### config.mk
export PLATFORM = sky130hd
export DESIGN_NAME = bounded_deque_with_index_access_unit_flat
export DESIGN_NICKNAME = d
export VERILOG_FILES = /design/src/hw/rtl/bdq_pkg.sv /design/src/hw/rtl/bdq_req_if.sv /design/src/hw/rtl/bdq_rsp_if.sv /design/src/hw/rtl/bounded_deque_with_index_access_unit.sv /design/src/flat_wrapper.sv
export VERILOG_INCLUDE_DIRS = /design/src /design/src/hw/rtl
export SDC_FILE = /design/constraint.sdc
export NUM_CORES = 2
export LEC_CHECK = 0
export ABC_AREA = 1
export BUFFER_PORTS_ARGS = -buffer_cell sky130_fd_sc_hd__buf_2
export CORE_MARGIN = 3
export CORE_UTILIZATION = 62
export DETAILED_ROUTE_END_ITERATION = 8
export HOLD_SLACK_MARGIN = 0.1
export PLACE_DENSITY_LB_ADDON = 0.05
export SETUP_SLACK_MARGIN = 0.02
export SLEW_MARGIN = 20
export SYNTH_ARGS = -nofsm -noshare
export SYNTH_HDL_FRONTEND = slang
export SYNTH_SLANG_ARGS = --single-unit
### constraint.sdc
create_clock -name clk -period 6.1 [get_ports clk]
set_clock_uncertainty 0.05 [all_clocks]
set_input_delay 0.305 -clock clk [delete_from_list [all_inputs] [get_ports clk]]
set_output_delay 0.305 -clock clk [all_outputs]
set_load 0.02 [all_outputs]
### src/hw/rtl/bounded_deque_with_index_access_unit_macros.svh
// Assertion macros for the bounded deque unit.
`ifndef BOUNDED_DEQUE_WITH_INDEX_ACCESS_UNIT_MACROS_SVH
`define BOUNDED_DEQUE_WITH_INDEX_ACCESS_UNIT_MACROS_SVH

`ifndef SYNTH
// same-cycle implication, sampled on clk, off during reset
`define BDQ_ASSERT_IMP(label, ante, cons, msg) \
	label: assert property (@(posedge clk) disable iff (!arst_n) (ante) |-> (cons)) \
		else $error(msg);
// next-cycle implication, sampled on clk, off during reset
`define BDQ_ASSERT_NXT(label, ante, cons, msg) \
	label: assert property (@(posedge clk) disable iff (!arst_n) (ante) |=> (cons)) \
		else $error(msg);
`else
`define BDQ_ASSERT_IMP(label, ante, cons, msg)
`define BDQ_ASSERT_NXT(label, ante, cons, msg)
`endif

`endif

### src/hw/rtl/bdq_pkg.sv
// Shared constants and types for the bounded deque unit.
package bdq_pkg;

	localparam int unsigned DEPTH_DEF = 64;
	localparam int unsigned OP_W      = 3;
	localparam int unsigned POS_W     = 6;
	localparam int unsigned DATA_W    = 32;
	localparam int unsigned STAT_W    = 2;
	localparam int unsigned CNT_OUT_W = 7;

	typedef enum logic [OP_W-1:0] {
		OP_PUSH_FRONT = 3'd0,
		OP_POP_FRONT  = 3'd1,
		OP_PUSH_BACK  = 3'd2,
		OP_POP_BACK   = 3'd3,
		OP_READ       = 3'd4,
		OP_WRITE      = 3'd5,
		OP_SEARCH     = 3'd6,
		OP_REMOVE     = 3'd7
	} opcode_t;

	typedef enum logic [STAT_W-1:0] {
		ST_OK     = 2'd0,
		ST_EMPTY  = 2'd1,
		ST_BADIDX = 2'd2,
		ST_FULL   = 2'd3
	} status_t;

	typedef enum logic [2:0] {
		S_IDLE   = 3'd0,
		S_EXEC   = 3'd1,
		S_RDWAIT = 3'd2,
		S_WALK   = 3'd3,
		S_DONE   = 3'd4
	} state_t;

endpackage

### src/hw/rtl/bdq_req_if.sv
// Request channel: opcode, position and data value.
interface bdq_req_if;
	import bdq_pkg::*;

	logic                     valid;
	logic                     ready;
	logic [OP_W-1:0]          opcode;
	logic [POS_W-1:0]         position;
	logic signed [DATA_W-1:0] data_value;

	modport source(output valid, output opcode, output position, output data_value,
		input ready);
	modport sink(input valid, input opcode, input position, input data_value,
		output ready);
endinterface

### src/hw/rtl/bdq_rsp_if.sv
// Response channel: read value, found flag, status and entry count.
interface bdq_rsp_if;
	import bdq_pkg::*;

	logic                     valid;
	logic                     ready;
	logic signed [DATA_W-1:0] read_value;
	logic                     found;
	logic [STAT_W-1:0]        status;
	logic [CNT_OUT_W-1:0]     entry_count;

	modport source(output valid, output read_value, output found, output status,
		output entry_count, input ready);
	modport sink(input valid, input read_value, input found, input status,
		input entry_count, output ready);
endinterface

### src/hw/rtl/bounded_deque_with_index_access_unit.sv
// Bounded deque of signed words: ring store in one synchronous memory, head and count.
// Push, pop and write pass from the accepted request beat through EXEC and DONE to the
// response beat; read adds RDWAIT for one memory read; search and remove-all add WALK,
// which walks the store one entry per cycle through the single memory read port.
// One request is in flight at a time; a new beat is taken once the previous result
// sits in the response register. Reset empties the deque (head and count zero).
`include "bounded_deque_with_index_access_unit_macros.svh"

module bounded_deque_with_index_access_unit #(
	parameter int unsigned DEPTH = bdq_pkg::DEPTH_DEF
) (
	input  logic     clk,
	input  logic     arst_n,
	bdq_req_if.sink  req,
	bdq_rsp_if.source rsp
);
	import bdq_pkg::*;

	localparam int unsigned AW = $clog2(DEPTH);
	localparam int unsigned CW = $clog2(DEPTH + 1);
	localparam int unsigned PW = (CW > POS_W) ? CW : POS_W;
	localparam logic [AW:0]   DEPTH_S = (AW + 1)'(DEPTH);
	localparam logic [AW-1:0] LAST_SLOT = AW'(DEPTH - 1);
	localparam logic [CW-1:0] DEPTH_C = CW'(DEPTH);

	function automatic logic [AW-1:0] wrap_add(input logic [AW-1:0] a,
		input logic [AW-1:0] b);
		logic [AW:0] s;
		s = {1'b0, a} + {1'b0, b};
		if (s >= DEPTH_S) begin
			s = s - DEPTH_S;
		end
		return s[AW-1:0];
	endfunction

	function automatic logic [AW-1:0] slot_next(input logic [AW-1:0] a);
		return (a == LAST_SLOT) ? '0 : a + AW'(1);
	endfunction

	// ring store
	logic signed [DATA_W-1:0] entry_store_q [DEPTH];
	logic signed [DATA_W-1:0] mem_rdata_q;
	logic                     mem_we;
	logic [AW-1:0]            mem_waddr;
	logic [AW-1:0]            mem_raddr;
	logic signed [DATA_W-1:0] mem_wdata;

	state_t state_q, state_d;

	opcode_t                  op_q;
	logic [POS_W-1:0]         pos_q;
	logic signed [DATA_W-1:0] val_q;
	logic [AW-1:0]            head_q;
	logic [CW-1:0]            count_q;

	// walk pointers: reads run ahead of compacted writes
	logic [CW-1:0]            rd_idx_q;
	logic [AW-1:0]            rd_slot_q;
	logic [AW-1:0]            wr_slot_q;
	logic [CW-1:0]            keep_q;
	logic                     walk_vld_s1;

	logic signed [DATA_W-1:0] res_rd_q;
	logic                     found_q;
	status_t                  res_status_q;

	logic                     rsp_valid_q;
	logic signed [DATA_W-1:0] rsp_read_value_q;
	logic                     rsp_found_q;
	status_t                  rsp_status_q;
	logic [CNT_OUT_W-1:0]     rsp_count_q;

	logic          is_full;
	logic          is_empty;
	logic          pos_bad;
	logic [AW-1:0] slot_pos;
	logic [AW-1:0] slot_back;
	logic [AW-1:0] head_dec;
	logic [AW-1:0] head_inc;
	logic          walk_issue;
	logic          walk_done;
	logic          match_val;
	logic          out_free;
	logic          req_beat;

	assign is_full    = (count_q == DEPTH_C);
	assign is_empty   = (count_q == '0);
	assign pos_bad    = (PW'(pos_q) >= PW'(count_q));
	assign slot_pos   = wrap_add(head_q, AW'(pos_q));
	assign slot_back  = wrap_add(head_q, AW'(count_q));
	assign head_dec   = (head_q == '0) ? LAST_SLOT : head_q - AW'(1);
	assign head_inc   = slot_next(head_q);
	assign walk_issue = (state_q == S_WALK) && (rd_idx_q != count_q);
	assign walk_done  = (state_q == S_WALK) && !walk_issue && !walk_vld_s1;
	assign match_val  = (mem_rdata_q == val_q);
	assign out_free   = !rsp_valid_q || rsp.ready;
	assign req_beat   = req.valid && req.ready;

	assign req.ready       = (state_q == S_IDLE);
	assign rsp.valid       = rsp_valid_q;
	assign rsp.read_value  = rsp_read_value_q;
	assign rsp.found       = rsp_found_q;
	assign rsp.status      = rsp_status_q;
	assign rsp.entry_count = rsp_count_q;

	always_ff @(posedge clk) begin
		if (mem_we) begin
			entry_store_q[mem_waddr] <= mem_wdata;
		end
		mem_rdata_q <= entry_store_q[mem_raddr];
	end

	always_ff @(posedge clk or negedge arst_n) begin
		if (!arst_n) begin
			state_q <= S_IDLE;
		end else begin
			state_q <= state_d;
		end
	end

	always_comb begin
		state_d   = state_q;
		mem_we    = 1'b0;
		mem_waddr = wr_slot_q;
		mem_wdata = mem_rdata_q;
		mem_raddr = (state_q == S_WALK) ? rd_slot_q : slot_pos;
		case (state_q)
			S_IDLE: begin
				if (req.valid) begin
					state_d = S_EXEC;
				end
			end
			S_EXEC: begin
				state_d = S_DONE;
				case (op_q)
					OP_PUSH_FRONT: begin
						if (!is_full) begin
							mem_we    = 1'b1;
							mem_waddr = head_dec;
							mem_wdata = val_q;
						end
					end
					OP_PUSH_BACK: begin
						if (!is_full) begin
							mem_we    = 1'b1;
							mem_waddr = slot_back;
							mem_wdata = val_q;
						end
					end
					OP_WRITE: begin
						if (!pos_bad) begin
							mem_we    = 1'b1;
							mem_waddr = slot_pos;
							mem_wdata = val_q;
						end
					end
					OP_READ: begin
						if (!pos_bad) begin
							state_d = S_RDWAIT;
						end
					end
					OP_SEARCH, OP_REMOVE: begin
						if (!is_empty) begin
							state_d = S_WALK;
						end
					end
					default: ;
				endcase
			end
			S_RDWAIT: state_d = S_DONE;
			S_WALK: begin
				// survivors are written back at the compacted slot
				if (walk_vld_s1 && !match_val && (op_q == OP_REMOVE)) begin
					mem_we = 1'b1;
				end
				if (walk_done) begin
					state_d = S_DONE;
				end
			end
			S_DONE: begin
				if (out_free) begin
					state_d = S_IDLE;
				end
			end
			default: state_d = S_IDLE;
		endcase
	end

	always_ff @(posedge clk or negedge arst_n) begin
		if (!arst_n) begin
			head_q      <= '0;
			count_q     <= '0;
			walk_vld_s1 <= 1'b0;
			rsp_valid_q <= 1'b0;
		end else begin
			walk_vld_s1 <= walk_issue;
			if (state_q == S_EXEC) begin
				case (op_q)
					OP_PUSH_FRONT: begin
						if (!is_full) begin
							head_q  <= head_dec;
							count_q <= count_q + CW'(1);
						end
					end
					OP_POP_FRONT: begin
						if (!is_empty) begin
							head_q  <= head_inc;
							count_q <= count_q - CW'(1);
						end
					end
					OP_PUSH_BACK: begin
						if (!is_full) begin
							count_q <= count_q + CW'(1);
						end
					end
					OP_POP_BACK: begin
						if (!is_empty) begin
							count_q <= count_q - CW'(1);
						end
					end
					default: ;
				endcase
			end
			if (walk_done && (op_q == OP_REMOVE)) begin
				count_q <= keep_q;
			end
			if ((state_q == S_DONE) && out_free) begin
				rsp_valid_q <= 1'b1;
			end else if (rsp.ready) begin
				rsp_valid_q <= 1'b0;
			end
		end
	end

	always_ff @(posedge clk) begin
		if (req_beat) begin
			op_q  <= opcode_t'(req.opcode);
			pos_q <= req.position;
			val_q <= req.data_value;
		end
		case (state_q)
			S_EXEC: begin
				res_rd_q  <= '0;
				found_q   <= 1'b0;
				rd_idx_q  <= '0;
				keep_q    <= '0;
				rd_slot_q <= head_q;
				wr_slot_q <= head_q;
				case (op_q)
					OP_PUSH_FRONT, OP_PUSH_BACK:
						res_status_q <= is_full ? ST_FULL : ST_OK;
					OP_POP_FRONT, OP_POP_BACK, OP_REMOVE:
						res_status_q <= is_empty ? ST_EMPTY : ST_OK;
					OP_READ, OP_WRITE:
						res_status_q <= pos_bad ? ST_BADIDX : ST_OK;
					default:
						res_status_q <= ST_OK;
				endcase
			end
			S_RDWAIT: res_rd_q <= mem_rdata_q;
			S_WALK: begin
				if (walk_issue) begin
					rd_idx_q  <= rd_idx_q + CW'(1);
					rd_slot_q <= slot_next(rd_slot_q);
				end
				if (walk_vld_s1) begin
					if (match_val) begin
						found_q <= 1'b1;
					end else if (op_q == OP_REMOVE) begin
						wr_slot_q <= slot_next(wr_slot_q);
						keep_q    <= keep_q + CW'(1);
					end
				end
			end
			default: ;
		endcase
		if ((state_q == S_DONE) && out_free) begin
			rsp_read_value_q <= res_rd_q;
			rsp_found_q      <= found_q;
			rsp_status_q     <= res_status_q;
			rsp_count_q      <= CNT_OUT_W'(count_q);
		end
	end

	`BDQ_ASSERT_IMP(a_count_bound, 1'b1, count_q <= DEPTH_C, "count above depth")
	`BDQ_ASSERT_IMP(a_keep_behind, state_q == S_WALK, keep_q <= rd_idx_q, "compaction passed read")
	`BDQ_ASSERT_IMP(a_s1_in_walk, walk_vld_s1, state_q == S_WALK, "walk data outside walk")
	`BDQ_ASSERT_NXT(a_beat_exec, req_beat, state_q == S_EXEC, "accepted beat not executed")
	`BDQ_ASSERT_NXT(a_idle_hold, state_q == S_IDLE, $stable(count_q) && $stable(head_q), "state moved while idle")

endmodule
### src/flat_wrapper.sv
// flat-port wrapper written by rule: the top's interface ports become plain ports
module bounded_deque_with_index_access_unit_flat import bdq_pkg::*;
#(
	parameter int unsigned DEPTH = bdq_pkg::DEPTH_DEF
)
  (clk, arst_n, req_valid, req_opcode, req_position, req_data_value, req_ready, rsp_valid, rsp_read_value, rsp_found, rsp_status, rsp_entry_count, rsp_ready);
  bdq_req_if req_i ();
  bdq_rsp_if rsp_i ();
  input  logic clk;
  input  logic arst_n;
  input wire logic [$bits(req_i.valid)-1:0] req_valid;
  input wire logic [$bits(req_i.opcode)-1:0] req_opcode;
  input wire logic [$bits(req_i.position)-1:0] req_position;
  input wire logic [$bits(req_i.data_value)-1:0] req_data_value;
  output wire logic [$bits(req_i.ready)-1:0] req_ready;
  output wire logic [$bits(rsp_i.valid)-1:0] rsp_valid;
  output wire logic [$bits(rsp_i.read_value)-1:0] rsp_read_value;
  output wire logic [$bits(rsp_i.found)-1:0] rsp_found;
  output wire logic [$bits(rsp_i.status)-1:0] rsp_status;
  output wire logic [$bits(rsp_i.entry_count)-1:0] rsp_entry_count;
  input wire logic [$bits(rsp_i.ready)-1:0] rsp_ready;
  assign req_i.valid = req_valid;
  assign req_i.opcode = req_opcode;
  assign req_i.position = req_position;
  assign req_i.data_value = req_data_value;
  assign req_ready = req_i.ready;
  assign rsp_valid = rsp_i.valid;
  assign rsp_read_value = rsp_i.read_value;
  assign rsp_found = rsp_i.found;
  assign rsp_status = rsp_i.status;
  assign rsp_entry_count = rsp_i.entry_count;
  assign rsp_i.ready = rsp_ready;
  bounded_deque_with_index_access_unit #(.DEPTH(DEPTH)) u_core (.clk(clk), .arst_n(arst_n), .req(req_i), .rsp(rsp_i));
endmodule
# == Word-level counts from Yosys, hierarchy flattened ==
# Memories as Yosys holds them, arrays and structs flattened. A register that Yosys moved wholly into a read port is not among the register bits.
# Index checks and enable logic that the tools add are counted.
# op_classes
n_addsub,12
n_lt_le_gt_ge,3
eq_ne,29
n_mux,60
reduce_logical,34
# ops
op,count
one-hot mux 32 bit (2 select lines),2
2-to-1 mux 6 bit,17
2-to-1 mux 32 bit,3
2-to-1 mux 7 bit,8
one-hot mux 7 bit (2 select lines),3
one-hot mux 6 bit (2 select lines),3
equality test 32 bit,1
"adder 7 x 1 -> 7 bit, second input constant",3
"adder 6 x 1 -> 6 bit, second input constant",3
"equality test 6 bit, second input constant",3
one-hot mux 6 bit (3 select lines),1
"subtractor 6 x 1 -> 6 bit, second input constant",3
"equality test 3 bit, second input constant",5
2-to-1 mux 3 bit,5
one-hot mux 3 bit (5 select lines),1
adder 6 x 6 -> 7 bit,2
">= comparator 7 bit, second input constant",2
"equality test 3 x 2 -> 1 bit, second input constant",4
AND reduction 4 bit,3
2-to-1 mux 1 bit,10
"!= test 2 x 1 -> 1 bit, second input constant",5
"!= test 2 bit, second input constant",5
nonzero test 2 bit,5
logical AND 1 bit,8
other kinds (20),33
# word_totals
register_bits,162
ram_bits,2048
input_bits,45
out_inout_bits,44
wordCells,158
memories,1
# mem_list
memory,depth,word_bits,read_ports,rd_clocked_by_memory_dff,write_ports,line_no,rtl
u_core.entry_store_q,64,32,1,1,1,bounded_deque_with_index_access_unit.sv:41,logic signed [DATA_W-1:0] entry_store_q [DEPTH];

# == Logic depth before layout (Yosys ltp) ==
# depth
word_depth,8
depth_mapped,16
mapped_depth_nobuf,16

# == Worst setup path before layout ==
# Ideal clock, no wire load.
# synth_path
path_kind,register -> register
startpoint,reg u_core.count_q[5]
endpoint,"mem u_core.entry_store_q[0][21], data pin"
setup_ns,0.730
arrival_time_ns,4.594
required_time_ns,5.320
slack_ns,0.726
path_stages_with_launch,12
path_buffers,2
synth_period_minus_slack_ns,5.374
cell_sequence,dfrtp_1 clkbuf_1 inv_1 ha_1 inv_1 nor2_1 a21oi_1 nand3_1 nor2_1 a21oi_1 clkbuf_1 o32ai_1
# synth_via
elab_chain_len,4
word_cells_on_any_way,6
cone_classes,1 x order compare; 1 x eq/ne; 4 x mux
# synth_rtl
item,line_no,rtl
"start, declared",bounded_deque_with_index_access_unit.sv:54,logic [CW-1:0] count_q;
"start signal, assigned",bounded_deque_with_index_access_unit.sv:202,count_q <= count_q + CW'(1);
"start signal, assigned",bounded_deque_with_index_access_unit.sv:208,count_q <= count_q - CW'(1);
"start signal, assigned",bounded_deque_with_index_access_unit.sv:213,count_q <= count_q + CW'(1);
>= comparator 6 x 7 -> 1 bit or equality test 7 bit (tied branches),"bounded_deque_with_index_access_unit.sv:88, bounded_deque_with_index_access_unit.sv:86",
"2-to-1 mux 32 bit, on equally long branches","bounded_deque_with_index_access_unit.sv:151, bounded_deque_with_index_access_unit.sv:137, bounded_deque_with_index_access_unit.sv:144",
one-hot mux 32 bit (2 select lines) *,bounded_deque_with_index_access_unit.sv:135,case (op_q)
2-to-1 mux 32 bit *,bounded_deque_with_index_access_unit.sv:127,case (state_q)
net u_core.mem_wdata[21],bounded_deque_with_index_access_unit.sv:46,logic signed [DATA_W-1:0] mem_wdata;
"end, declared",bounded_deque_with_index_access_unit.sv:41,
# Mark *: on every way through the listed nets, which the timed path passes. The rest lies on a longest branch.

# == Final worst setup path ==
# layout_path
startpoint,reg u_core.count_q[1]
endpoint,"mem u_core.entry_store_q[49][28], enable pin"
# layout_via
elab_chain_len,6
word_cells_on_any_way,17
cone_classes,2 x add/sub; 2 x order compare; 1 x eq/ne; 12 x mux
# layout_rtl
item,line_no,rtl
adder 6 x 6 -> 7 bit (tied with other cells),bounded_deque_with_index_access_unit.sv:29,"s = {1'b0, a} + {1'b0, b};"
subtractor 6 x 1 -> 6 bit (tied with other cells),bounded_deque_with_index_access_unit.sv:31,s = s - DEPTH_S;
2-to-1 mux 6 bit or one-hot mux 1 bit (2 select lines) (tied branches),"bounded_deque_with_index_access_unit.sv:30, bounded_deque_with_index_access_unit.sv:135",
2-to-1 mux 6 bit or one-hot mux 1 bit (2 select lines) (tied branches),"bounded_deque_with_index_access_unit.sv:144, bounded_deque_with_index_access_unit.sv:127",
one-hot mux 6 bit (3 select lines) or 2-to-1 mux 1 bit (tied branches),"bounded_deque_with_index_access_unit.sv:135, bounded_deque_with_index_access_unit.sv:107",
2-to-1 mux 6 bit or 2-to-1 mux 1 bit (tied branches),"bounded_deque_with_index_access_unit.sv:127, bounded_deque_with_index_access_unit.sv:108",
# Parallel ways exist; a longest one is shown, timed or not.

==> flow_summary.ini <==
[final_layout]
fillers = 10740
num-nets-final = 8604
multi_input_comb_area_um2 = 24160
area_delta_synth_final_pct = 11.63
drive_gt1_share_pct = 8.359
register_area_um2 = 66910

[critical_path]
rrSetupSlack_ps = 1310
crit_path_end_kind = flip-flop
crit_path_start = u_core.count_q[1]$_DFFE_PN0P_
cp.arrival_ps = 5260
critPathMaxFanout = 20
reg2regPathDepth = 14
rr_endpoint = u_core.entry_store_q[49][28]$_DFFE_PP_
cp.required_ps = 6570
start_kind = flip-flop
reg2reg_from = u_core.count_q[1]$_DFFE_PN0P_
path_class = reg2reg

[timing]
max_slew_margin_pct = 18.70
finalSetupTns_ps = 0
min_period_ps = 4790
fin_crit_sh_pct = 78.53
fmax_mhz = 208.8
tightest_slew_ps = 1220
hold_violations = 0
slew_violations = 0
rsz0062_at_grt = no
finalSetupViolCount = 0

[cts]
cts_buffers = 218
cts.clk_slew.worst_paths_ps = 60
cts_resized = 0
cts_root_buffer = clkbuf_16
clockBufferDepth = 3
insertion_delay_ps = 840
h-tree-depth = 4
tritoncts = yes
numClockSinks = 2242

[global_routing]
grt_use_met1_pct = 50.19
grt_pass1_wl_um = 400500
grt_util_all_layers_pct = 34.37
overflow = 0
grt.met2_usage_pct = 50.13
grt_max_degree = 153
grt_util_met3_pct = 7.812
antenna_found_initial = 6
grt_pass1_vias = 60450
top_usage_layer = met1

[yosys]
yosysTopAreaCellShare_pct = 68.89
ys.flop_type = edfxtp_1
yosysMostFrequentCell = nand2_1
synth_cells = 8481
synth_area_per_cell_um2 = 11.27
yosys-top-cells-count = 2,369 x nand2_1, 2,192 x edfxtp_1, 1,367 x nand3_1
synth_edf_count = 2192
synth.area.top_cells = edfxtp_1 69%, nand2_1 9.3%, nand3_1 7.2%
yosys.area.top_type = edfxtp_1
ys_ff_latch = 2242
synth_cell_type_count = 40
synth_area_um2 = 95540
synth_seq_area_share_pct = 70.04
async_reset_ff_share_pct = 0.8029
yosysWarnings = 0
syn-num-nets = 8557

[floorplan]
rows = 143
fp.dieW_um = 398.6
initial_core_util_pct = 62.67
die_h_um = 398.6
fp.coreArea_um2 = 152400
io_pins = 89
dieArea_um2 = 158800

[placement]
place.gp.congestion = 0.9111
hpwlAfterDp_um = 153400
io_buffers = 88

[flow_run]
cap_violations = 0

[min_path]
min_to = u_core.val_q[29]$_DFFE_PP_
worstHoldPathCells = 2
hp-start = req_data_value[29]
hp-class = in2reg

[routing]
drc = 0
num_vias = 65070
avgRoutedWirePerCell_um = 25.45
drtIter0Drc = 9120
drtPass1Iterations = 9
ant_nets = 0
viasPerCell = 6.058
wl_um = 273400

[run_status]
status = finished clean
==> metal layers <==
metal  part of all wire [%]  vias to the layer above
met3                     12                      554
met4                    4.8                        4
li1                       -                    29220
met5                 0.0080                        -
met1                     40                    31420
met2                     43                     3883
==> layout make-up <==
type,count,share of cell area (%)
diodes,3,0.007039
clock buffers,288,5.455
clock inverters,113,0.9174
inverters,892,3.166
multi-input cells,4848,22.66
flip-flops and latches,2242,62.74
well taps,2030,2.382
repair buffers,326,2.676
==> worst max-delay path by stage <==
stage | end | depth (start not counted) | slack (ps)
2_1_floorplan | u_core.entry_store_q[0][21]$_DFFE_PP_ | 11 | 730
3_3_place_gp | u_core.entry_store_q[53][15]$_DFFE_PP_ | 13 | 1430
3_5_place_dp | u_core.entry_store_q[53][15]$_DFFE_PP_ | 13 | 1340
4_1_cts | u_core.entry_store_q[53][18]$_DFFE_PP_ | 13 | 1360
5_1_grt | u_core.entry_store_q[49][19]$_DFFE_PP_ | 14 | 1130
6_report | u_core.entry_store_q[49][28]$_DFFE_PP_ | 14 | 1310
==> per-stage QoR <==
| stage | util [%] | area, um^2 | setup slack, ps | instances | hold WS, ps |
|---|---|---|---|---|---|
| floorplan | - | 95540 | 726.3 | 8481 | -40.59 |
| global placement | 65.10 | 99240 | 1428 | 10290 | 250.2 |
| detailed placement | 65.15 | 99320 | 1337 | 10290 | 263.4 |
| CTS | 69.91 | 106600 | 1364 | 10740 | 102.6 |
| global route | 69.96 | 106600 | 1126 | 10740 | 143.8 |
| finish | 69.96 | 106700 | 1310 | 10740 | 152.3 |
==> critical path, cell delays in order (launching register included) <==
cell and delay, ps:
dfrtp_1 510, inv_1 180, ha_1 340, nand2_1 70
inv_1 40, nand3_1 140, nand3_1 280, nor2_1 440
nand2_1 120, nand2_1 130, nand2_1 60, nand2_1 140
nand3_1 710, nor2_4 1010, buf_4 300
==> state kept, by name, summed over array words and instances, names as in the netlist, 32 cells and up <==
| signal | cells |
|---|---|
| u_core.entry_store_q | 2048 |
| u_core.mem_rdata_q | 32 |
| u_core.res_rd_q | 32 |
| u_core.rsp.read_value | 32 |
| u_core.val_q | 32 |
==> kinds of logic (layout without fill, tap and decap cells) <==
kind of cell               after synthesis  in the layout  share of synthesized area (%)
other                                    0              3                              0
buffers and inverters                 1391           1619                          5.850
adders and majority gates               31             31                         0.4296
and+or+nand+nor                       4275           4275                          20.02
xor gates and xnor gates                44             44                         0.4034
AOI/OAI and AO/OA                      497            497                          3.252
muxes                                    1              1                        0.01048
DFF                                   2242           2242                          70.04
==> what timing repair did <==
item	4_1_cts	5_1_grt
setup buffers	0	0
endpoints found under the setup margin	0	0
hold endpoints to repair	84	16
hold buffers	46	1
==> layout by cell type (no fill, tap or decap), drive strengths merged, types with 46 or more instances in the layout <==
cell	synthesis	layout
buf	329	280
clkbuf	170	288
clkinv	0	97
dlygate4sd3	0	46
edfxtp	2192	2192
inv	892	896
nand2	2371	2371
nand3	1370	1370
nand3b	322	322
nor2	159	159
o211ai	199	199
o21ai	225	225
Power is left out: the tool's default activity adds up to more than one toggle a clock period on the data nets, which glitch-free logic cannot reach.
